`src/lpm_pkg.sv`:
```
package lpm_pkg;

   localparam int TABLE_DEPTH = 128;
   localparam int PORT_BITS = 4;

   localparam int ADDR_BITS = 32;
   localparam int INDEX_BITS = 7;
   localparam int PORT_FIELD_BITS = 4;
   localparam int LEN_BITS = 6;
   localparam int INDEX_SPAN = 1 << INDEX_BITS;

   typedef enum logic {
      ACT_WRITE  = 1'b0,
      ACT_LOOKUP = 1'b1
   } action_type;

   typedef enum logic {
      ST_IDLE,
      ST_SCAN
   } state_type;

   typedef struct packed {
      logic [ADDR_BITS-1:0] prefix;
      logic [ADDR_BITS-1:0] mask;
      logic [LEN_BITS-1:0]  len;
      logic [ADDR_BITS-1:0] hop;
      logic [PORT_BITS-1:0] port;
   } entry_type;

   typedef struct packed {
      logic [ADDR_BITS-1:0]  dest;
      logic                  found;
      logic [LEN_BITS-1:0]   best_len;
      logic [INDEX_BITS-1:0] best_index;
      logic [ADDR_BITS-1:0]  hop;
      logic [PORT_BITS-1:0]  port;
   } token_type;

   function automatic logic [LEN_BITS-1:0] mask_len(input logic [ADDR_BITS-1:0] m);
      logic [2:0]          nib;
      logic [LEN_BITS-1:0] sum;
      sum = '0;
      for (int k = 0; k < ADDR_BITS / 4; k++) begin
         nib = 3'(m[4*k]) + 3'(m[4*k+1]) + 3'(m[4*k+2]) + 3'(m[4*k+3]);
         sum = sum + LEN_BITS'(nib);
      end
      return sum;
   endfunction

endpackage

```
`src/lpm_cell.sv`:
```
module lpm_cell (
   input  logic                              clock,
   input  logic                              reset,
   input  logic [lpm_pkg::INDEX_BITS-1:0]    cell_index,
   input  logic                              wr_en,
   input  logic                              wr_valid,
   input  lpm_pkg::entry_type                wr_entry,
   input  logic                              advance,
   input  logic                              up_active,
   input  lpm_pkg::token_type                up_tok,
   output logic                              dn_active,
   output lpm_pkg::token_type                dn_tok
);

   logic               valid_ff;
   lpm_pkg::entry_type entry_ff;
   logic               active_ff;
   lpm_pkg::token_type tok_ff;
   lpm_pkg::token_type tok_in;
   logic               take;

   always_ff @(posedge clock) begin
      if (reset) begin
         valid_ff <= 1'b0;
      end else if (wr_en) begin
         valid_ff <= wr_valid;
      end
   end

   always_ff @(posedge clock) begin
      if (wr_en) begin
         entry_ff <= wr_entry;
      end
   end

   always_comb begin
      take = valid_ff
          && ((up_tok.dest & entry_ff.mask) == entry_ff.prefix)
          && (!up_tok.found || (entry_ff.len > up_tok.best_len));
      tok_in = up_tok;
      if (take) begin
         tok_in.found      = 1'b1;
         tok_in.best_len   = entry_ff.len;
         tok_in.best_index = cell_index;
         tok_in.hop        = entry_ff.hop;
         tok_in.port       = entry_ff.port;
      end
   end

   always_ff @(posedge clock) begin
      if (reset) begin
         active_ff <= 1'b0;
      end else if (advance) begin
         active_ff <= up_active;
      end
   end

   always_ff @(posedge clock) begin
      if (advance) begin
         tok_ff <= tok_in;
      end
   end

   assign dn_active = active_ff;
   assign dn_tok    = tok_ff;

endmodule

```
`config.mk`:
```
export PLATFORM = sky130hd
export DESIGN_NAME = lpm_cell
export DESIGN_NICKNAME = d
export VERILOG_FILES = /design/src/lpm_pkg.sv /design/src/lpm_cell.sv
export SDC_FILE = /design/constraint.sdc
export NUM_CORES = 1
export LEC_CHECK = 0
export ABC_CLOCK_PERIOD_IN_PS = 5500
export BUFFER_PORTS_ARGS = -buffer_cell sky130_fd_sc_hd__buf_2
export CORE_MARGIN = 1.5
export CORE_UTILIZATION = 40
export DETAILED_ROUTE_END_ITERATION = 10
export GPL_ROUTABILITY_DRIVEN = 0
export GPL_TIMING_DRIVEN = 0
export HOLD_SLACK_MARGIN = 0.08
export PLACE_DENSITY_LB_ADDON = 0.3
export SLEW_MARGIN = 5
export SYNTH_ARGS = -nofsm -noshare
export SYNTH_HDL_FRONTEND = slang
export SYNTH_SLANG_ARGS = --single-unit
```
`constraint.sdc`:
```
create_clock -name clock -period 5.5 [get_ports clock]
set_clock_uncertainty 0.15 [all_clocks]
set_input_delay 1.1 -clock clock [delete_from_list [all_inputs] [get_ports clock]]
set_output_delay 1.1 -clock clock [all_outputs]
set_load 0.01 [all_outputs]
```
==> After elaboration in Yosys (flattened, before gate mapping) <==
Cells that the tools add are included.
{ "op_classes": {"order_cmp": 1, "eq_ne": 1, "mux": 1, "bitwise": 1, "n_reduce_logical": 4} }
{ "op_table": {"columns": ["operator", "n"], "rows": [
  ["$mux 49", 1],
  ["$and 32x32->32", 1],
  ["$eq 32x32->1", 1],
  ["$gt 6x6->1", 1],
  ["$logic_and 1x1->1", 2],
  ["$logic_not 1->1", 1],
  ["$logic_or 1x1->1", 1]
]} }
{ "word_totals": {"ff_bits": 190, "inputBits": 201, "wordCells": 21} }

==> Longest topological paths before layout <==
Gate-level depths: netlist of the first run.
{ "depth": {"depth_word": 5, "ltp_mapped": 10, "mapped_depth_nobuf": 8} }

==> Worst setup path after synthesis of the first run <==
OpenSTA, ideal clock, no wires.
{ "synth_timing": {"path_type": "in2reg", "from": "input up_tok[50] in the netlist's numbering", "to": "register tok_ff, in the netlist dn_tok[38] (data pin)", "arrival_ns": 2.777, "setup_slack_ns": 2.312, "cell_stages": 8, "path_buffers": 2, "path_cell_list": "nand2_1 > o22ai_1 > or4_4 > nor4_4 > nand3_2 > buf_6 > buf_6 > mux2_4"} }
{ "synth_rtl": {"columns": ["item", "line_no", "text"], "rows": [
  ["start: declaration", "lpm_cell.sv:10", "input lpm_pkg::token_type up_tok,"],
  ["end signal: assignment", "lpm_cell.sv:60", "tok_ff <= tok_in;"],
  ["end: declaration", "lpm_cell.sv:18", "lpm_pkg::token_type tok_ff;"]
]} }

==> results of run 1 <==
-- logic make-up (layout without fill, tap and decap cells) --
kind of cell	count (synthesis)	in the layout
AO/OA/AOI/OAI	24	24
XOR/XNOR	18	18
adder cells (fa/ha/maj)	6	6
buffers and inverters	12	329
flip-flops	190	190
multiplexers	51	51
AND/OR/NAND/NOR	50	50
-- stage by stage --
stage	std cells	area (µm²)	worst slack [ns]	total power [mW]	utilization (%)
3_3_place_gp	859	8710	1.67	2.03	50.6
5_1_grt	893	9330	1.96	3.28	54.1
4_1_cts	893	9330	2.10	3.20	54.1
2_1_floorplan	351	7020	2.31	1.87	-
6_report	893	9330	2.16	3.16	54.1
3_5_place_dp	861	8770	1.65	2.04	50.9
-- worst max path at each step --
stage | start | to | slack (ns) | cells past startpoint
floorplan | up_tok[50] | dn_tok[38] | 2.31 | 8
global placement | up_tok[72] | dn_tok[47] | 1.67 | 9
detailed placement | up_tok[72] | dn_tok[39] | 1.65 | 9
CTS | up_tok[72] | dn_tok[39] | 2.10 | 9
global route | up_tok[72] | dn_tok[39] | 1.96 | 9
finish | up_tok[72] | dn_tok[39] | 2.16 | 9
-- layout by cell type, fill, tap and decap left out, drive strengths merged, types with 3 or more instances in the layout --
cell	count
buf	290
edfxtp	188
mux2	49
nand2	26
clkbuf	18
xor2	16
inv	14
a21oi	6
nand4	6
ha	6
clkinv	5
nor2	4
and3	4
nand3	4
o21ai	3
a21o	3
-- state kept, by name, summed over array words and instances, names as in the netlist --
name	flops
dn_tok	82
valid_ff	1
dn_active	1
entry_ff	106
-- worst register-to-register path, stage by stage (launching register included) --
cell and delay, ns:
edfxtp_1 0.39, a21o_1 0.17, a211oi_1 0.27, nand4_1 0.15, nor4_1 0.56, nand3_2 0.29, buf_6 0.23, buf_6 0.16
mux2_4 0.31
-- routing by layer --
layer	vias to the layer above	routed length (µm)	global-route usage, %
met5	-	0	0
met4	0	223	6.99
met3	17	1430	5.50
met2	201	7420	28.1
met1	1960	5780	18.2
li1	1982	-	-
-- power breakdown --
part           total, mW  leakage (nW)  internal (mW)  switching (mW)
Combinational      0.253          1.77          0.126           0.127
Sequential          1.75          1.86           1.72          0.0329
Clock               1.16         0.267          0.596           0.559
Total               3.16          3.89           2.44           0.719
-- layout make-up --
type                            count  area share [%]
Sequential cell                   190            60.9
Timing Repair Buffer              285            15.8
Multi-Input combinational cell    149            13.6
Clock buffer                       18            4.60
Tap cell                          225            3.02
Clock inverter                     14            1.34
Buffer                              5           0.402
Inverter                            7           0.282
==> metrics.md, run 1 <==
| Metric | Value |
|---|---|
| Status | `completed` |
| CP Data Required Time | `5.52 ns` |
| Sink Count | `190` |
| Hold path depth | `2` |
| Hold Path Sink | `dn_active` |
| First-pass GRT wire length | `22000 µm` |
| Max VDD drop | `0.000202 V` |
| Largest net degree at the start of global routing | `56` |
| Post-CTS Setup Bufs | `0` |
| Footprint of the multi-input gates | `1270 µm²` |
| Critical path class | `input pin to flip-flop` |
| DIE WIDTH | `135 µm` |
| Fin. max-slew vios | `0` |
| Synthesized area | `7020 µm²` |
| Synth warn | `0` |
| Fillers | `1469` |
| Worst skew pair latency | `0.43 ns` |
| Simple-Gate Fraction of Synth Area | `3.74%` |
| Min-delay worst type | `flip-flop to flip-flop` |
| Vias in the first global route | `4269` |
| Final ANT Viol Nets | `0` |
| Max Cap Viol | `0` |
| Max incr delay on CP | `0.56 ns` |
| Count leader, synth | `edfxtp_1` |
| Hold buffers post-CTS | `0` |
| Detailed placement HPWL | `11200 µm` |
| Ant diodes | `0` |
| Worst-path fanout max | `10` |
| Post-synth top flop | `edfxtp_1` |
| GRT Total Usage | `16.2%` |
| DRT Pass-1 Iters | `4` |
| Worst setup EP type | `flip-flop` |
| CP top delay family | `simple AND/OR/NAND/NOR gates` |
| Post-Synth Adder-Cell Area | `1.07%` |
| CP Buf/Inv Count | `3` |
| Hold Startpoint | `dn_active` |
| Post-synth EDFFs | `188` |
| WL/cell | `16.6 µm` |
| Final min period | `3.34 ns` |
| Worst EP arrival | `3.37 ns` |
| Layout area overhead | `33.0%` |
| Buffers on Ports | `283` |
| Post-synthesis xor/xnor area fraction | `2.25%` |
| Post-Synthesis Cells | `351` |
| Lkg Pwr | `3.89 nW` |
| Seq/Total Area, Yosys | `81.0%` |
| Power per cell area | `339 nW/µm²` |
| WL final | `14900 µm` |
| Reg2reg start | `entry_ff[96]` |
| Worst Reg-to-Reg Cells | `8` |
| Post-synth cell types | `32` |
| Drt drc | `0` |
| Setup crit start kind | `input pin` |
| Synthesized Nets | `558` |
| Final Cycle Share | `60.8%` |
| CTS tree | `built` |
| CTS Root Cell | `clkbuf_16` |
| CTS clk-pin slew, worst paths | `0.07 ns` |
| Rows | `48` |
| Top cells by area, synth | `edfxtp_1 80%, mux2_2 6.3%, mux2_4 2.1%, xor2_1 2.0%, nand2_1 1.4%` |
| Layout cells sized above 1 | `55.7%` |
| Seq cells post-synth | `190` |
| Synth Area in Compound Gates | `2.32%` |
| Reg2reg end | `dn_tok[39]` |
| Grt ovf | `0` |
| Multiplexer share of the synthesized area | `8.68%` |
| Initial DRC Count | `154` |
| CP max-delay cell | `nor4_1` |
| H-tree Lvls | `4` |
| Initial antenna violation count | `0` |
| FFs w/ async S/R, synth | `0%` |
| Commonest cells post-synth | `188 x edfxtp_1, 39 x mux2_2, 26 x nand2_1, 16 x xor2_1, 10 x mux2_4` |
| # resized after CTS | `0` |
| RSZ-0062 raised after global routing | `false` |
| Hold Vio Cnt, Final | `0` |
| Register area | `5690 µm²` |
| Syn Area/Cell | `20.0 µm²` |
| Crit-path most repeated cell | `buf_6` |
| Finish-stage setup viols | `0` |
| Die Y | `135 µm` |
| CP cell instances | `buf_2 > a21o_1 > a211oi_1 > nand4_1 > nor4_1 > nand3_2 > buf_6 > buf_6 > mux2_4` |
| Worst Hold Slack | `0.339 ns` |
| Slew @ Worst Pin | `0.716 ns` |
| Final nets | `862` |
| DR vias | `4160` |
| CTS max path bufs | `2` |
| Main combinational cell family by area after synthesis | `multiplexers` |
| Core Region | `17200 µm²` |
| Largest area contributor in the netlist | `edfxtp_1` |
| Die Area | `18300 µm²` |
| Final setup TNS | `0 ns` |
| Initial Util | `40.7%` |
| CTS Buf Count | `17` |
| I/O Pins | `284` |
| Maximum achievable frequency | `299 MHz` |
| Via density | `4.66` |
| FF-to-FF setup slack | `2.56 ns` |
| Synth top area share | `80.5%` |
| Rel. slew slack | `52.2%` |
Power figures use the tool's default switching activity.
==> run 2, diff against run 1 <==
--- a/config.mk
+++ b/config.mk
@@ -5,7 +5,8 @@
 export SDC_FILE = /design/constraint.sdc
 export NUM_CORES = 1
 export LEC_CHECK = 0
-export ABC_CLOCK_PERIOD_IN_PS = 5500
+export ABC_AREA = 1
+export ABC_CLOCK_PERIOD_IN_PS = 3000
 export BUFFER_PORTS_ARGS = -buffer_cell sky130_fd_sc_hd__buf_2
 export CORE_MARGIN = 1.5
 export CORE_UTILIZATION = 40
==> constraint.sdc (replaced) <==
create_clock -name clock -period 3 [get_ports clock]
set_clock_uncertainty 0.15 [all_clocks]
set_input_delay 0.6 -clock clock [delete_from_list [all_inputs] [get_ports clock]]
set_output_delay 0.6 -clock clock [all_outputs]
set_load 0.01 [all_outputs]
==> metrics.md, run 2 <==
| Metric | Value |
|---|---|
| Critical path class | `flip-flop to flip-flop` |
| Worst skew pair latency | `0.43 ns` |
| Post-Synthesis Cells | `543` |
| Power per cell area | `614 nW/µm²` |
| First-pass GRT wire length | `25700 µm` |
| Core Region | `18000 µm²` |
| Sink Count | `190` |
| Synthesized Nets | `750` |
| Switching Share | `23.3%` |
| CTS max path bufs | `2` |
| CP Data Required Time | `3.03 ns` |
| CP Buf/Inv Count | `2` |
| Vias in the first global route | `5042` |
| WL final | `16900 µm` |
| Finish-stage setup viols | `0` |
| H-tree Lvls | `4` |
| CP max-delay cell | `edfxtp_1` |
| Synth warn | `0` |
| GRT Total Usage | `17.7%` |
| Via density | `4.68` |
| Worst EP arrival | `2.50 ns` |
| DIE WIDTH | `138 µm` |
| Status | `completed` |
| Post-synth cell types | `27` |
| # resized after CTS | `0` |
| Synthesized area | `7320 µm²` |
| Grt ovf | `0` |
| Buffers on Ports | `283` |
| Seq/Total Area, Yosys | `77.7%` |
| Synth top area share | `77.2%` |
| Largest net degree at the start of global routing | `62` |
| Initial DRC Count | `240` |
| Top cells by area, synth | `edfxtp_1 77%, nand2_1 9.2%, nand4_1 4.2%, nand3_1 1.6%, inv_1 1.3%` |
| Worst-path fanout max | `10` |
| Maximum achievable frequency | `404 MHz` |
| CTS tree | `built` |
| Worst setup EP type | `flip-flop` |
| Largest area contributor in the netlist | `edfxtp_1` |
| Worst Hold Slack | `0.189 ns` |
| Die Area | `19100 µm²` |
| Setup crit start kind | `flip-flop` |
| Initial antenna violation count | `1` |
| Min-delay worst type | `input pin to flip-flop` |
| CTS Root Cell | `clkbuf_16` |
| Initial Util | `40.7%` |
| Commonest cells post-synth | `188 x edfxtp_1, 180 x nand2_1, 49 x nand4_1, 26 x inv_1, 23 x nand3_1` |
| Post-synth top flop | `edfxtp_1` |
| Max VDD drop | `0.000387 V` |
| DR vias | `5095` |
| CP top delay family | `simple AND/OR/NAND/NOR gates` |
| Final Cycle Share | `82.5%` |
| Count leader, synth | `edfxtp_1` |
| Top reg by flops | `entry_ff` |
| CP cell instances | `ha_1 > nand2_1 > nor2_1 > o21ai_1 > o211ai_1 > nand2_1 > nand2_1 > nand3_2 > buf_2 > buf_6 > nand2_1 > nand2_1` |
| WL/cell | `15.6 µm` |
| Crit-path most repeated cell | `nand2_1` |
| Final design utilization | `53.7%` |
| Ant diodes | `0` |
| Max incr delay on CP | `0.41 ns` |
| Syn Area/Cell | `13.5 µm²` |
| Fillers | `1562` |
| Seq cells post-synth | `190` |
| Final ANT Viol Nets | `0` |
| Die Y | `138 µm` |
| CTS Buf Count | `17` |
| Max Cap Viol | `0` |
| Most common cell after layout, fill and taps aside | `buf_2` |
| Clk pwr share | `37.2%` |
| Comb power frac | `8.6%` |
| Int Power | `4.54 mW` |
| Layout cells sized above 1 | `38.0%` |
| Post-CTS Setup Bufs | `0` |
| CTS clk-pin slew, worst paths | `0.07 ns` |
| Post-synth EDFFs | `188` |
| DRT Pass-1 Iters | `4` |
| Rel. slew slack | `57.4%` |
| Final nets | `1054` |
| I/O Pins | `284` |
| Most frequent cells in the layout | `285 x buf_2, 188 x edfxtp_1, 180 x nand2_1` |
| Hold Vio Cnt, Final | `0` |
| Rows | `49` |
| Final min period | `2.48 ns` |
| Layout area overhead | `31.9%` |
| Detailed placement HPWL | `12900 µm` |
| RSZ-0062 raised after global routing | `false` |
| Slew @ Worst Pin | `0.638 ns` |
| Lkg Pwr | `4.26 nW` |
| Net Switching | `1.38 mW` |
| Fin. max-slew vios | `0` |
| Hold buffers post-CTS | `0` |
| Final setup TNS | `0 ns` |
| Sequential power share | `54.2%` |
| Largest register FFs | `106` |
| FFs w/ async S/R, synth | `0%` |
| Drt drc | `0` |
[run 2: cell count changes after synthesis, moves of 7 or more]
| cell | change |
|---|---|
| nand2_1 | +154 |
| nand4_1 | +43 |
| mux2_2 | -39 |
| nand3_1 | +20 |
| inv_1 | +19 |
| nor2_1 | +16 |
| xor2_1 | -13 |
| mux2_4 | -10 |
| buf_1 | +7 |
| clkbuf_1 | +7 |
[run 2: final timing paths]
| check | from | end | slack (ns) | depth (start not counted) |
|---|---|---|---|---|
| worst min register to register | dn_active | dn_active | 0.34 | 2 |
| worst max register to register | entry_ff[41] | dn_tok[40] | 0.52 | 12 |
| worst max-delay path | entry_ff[41] | dn_tok[40] | 0.52 | 12 |
| worst min-delay path | wr_entry[97] | entry_ff[97] | 0.19 | 1 |
[run 2: power groups by stage]
stage          combinational [mW]  clock, mW  sequential (mW)
4_1_cts                     0.521       2.26             3.21
2_1_floorplan               0.139          0             3.32
3_3_place_gp                0.502          0             3.27
5_1_grt                     0.570       2.35             3.23
3_5_place_dp                0.519          0             3.27
6_report                    0.510       2.20             3.21
[run 2: area by class of cell]
class                           count  area [µm²]  area share (%)
Sequential cell                   190        5690            58.9
Timing Repair Buffer              285        1470            15.2
Multi-Input combinational cell    306        1440            14.9
Clock buffer                       17         425            4.41
Tap cell                          229         287            2.97
Clock inverter                     15         153            1.58
Inverter                           27         101            1.05
Buffer                             20        91.3           0.947
[run 2: metal layers]
metal | GRT usage, % | up-vias | routed length [µm]
li1 | - | 2548 | -
met2 | 31.4 | 227 | 8580
met1 | 19.7 | 2296 | 6550
met3 | 6.20 | 22 | 1510
met5 | 0 | - | 10
met4 | 6.15 | 2 | 297
[run 2: through the flow]
step                      setup WS, ns  total power, mW  instance area [µm²]  cells
after floorplan                  0.703             3.45                 7320    543
after global placement         0.00352             3.77                 9020   1055
after detailed placement         0.153             3.79                 9070   1057
after CTS                        0.476             5.99                 9650   1089
after global routing             0.261             6.15                 9650   1089
final                            0.525             5.93                 9650   1089
[run 2: cell families after synthesis]
logic type                 count (synthesis)  share of synthesized area [%]
DFF                                      190                           77.7
muxes                                      2                          0.274
and+or+nand+nor                          281                           16.9
adders and majority gates                  6                           1.03
xor gates and xnor gates                   4                          0.479
AOI/OAI and AO/OA                         13                          0.958
buffers and inverters                     47                           2.63
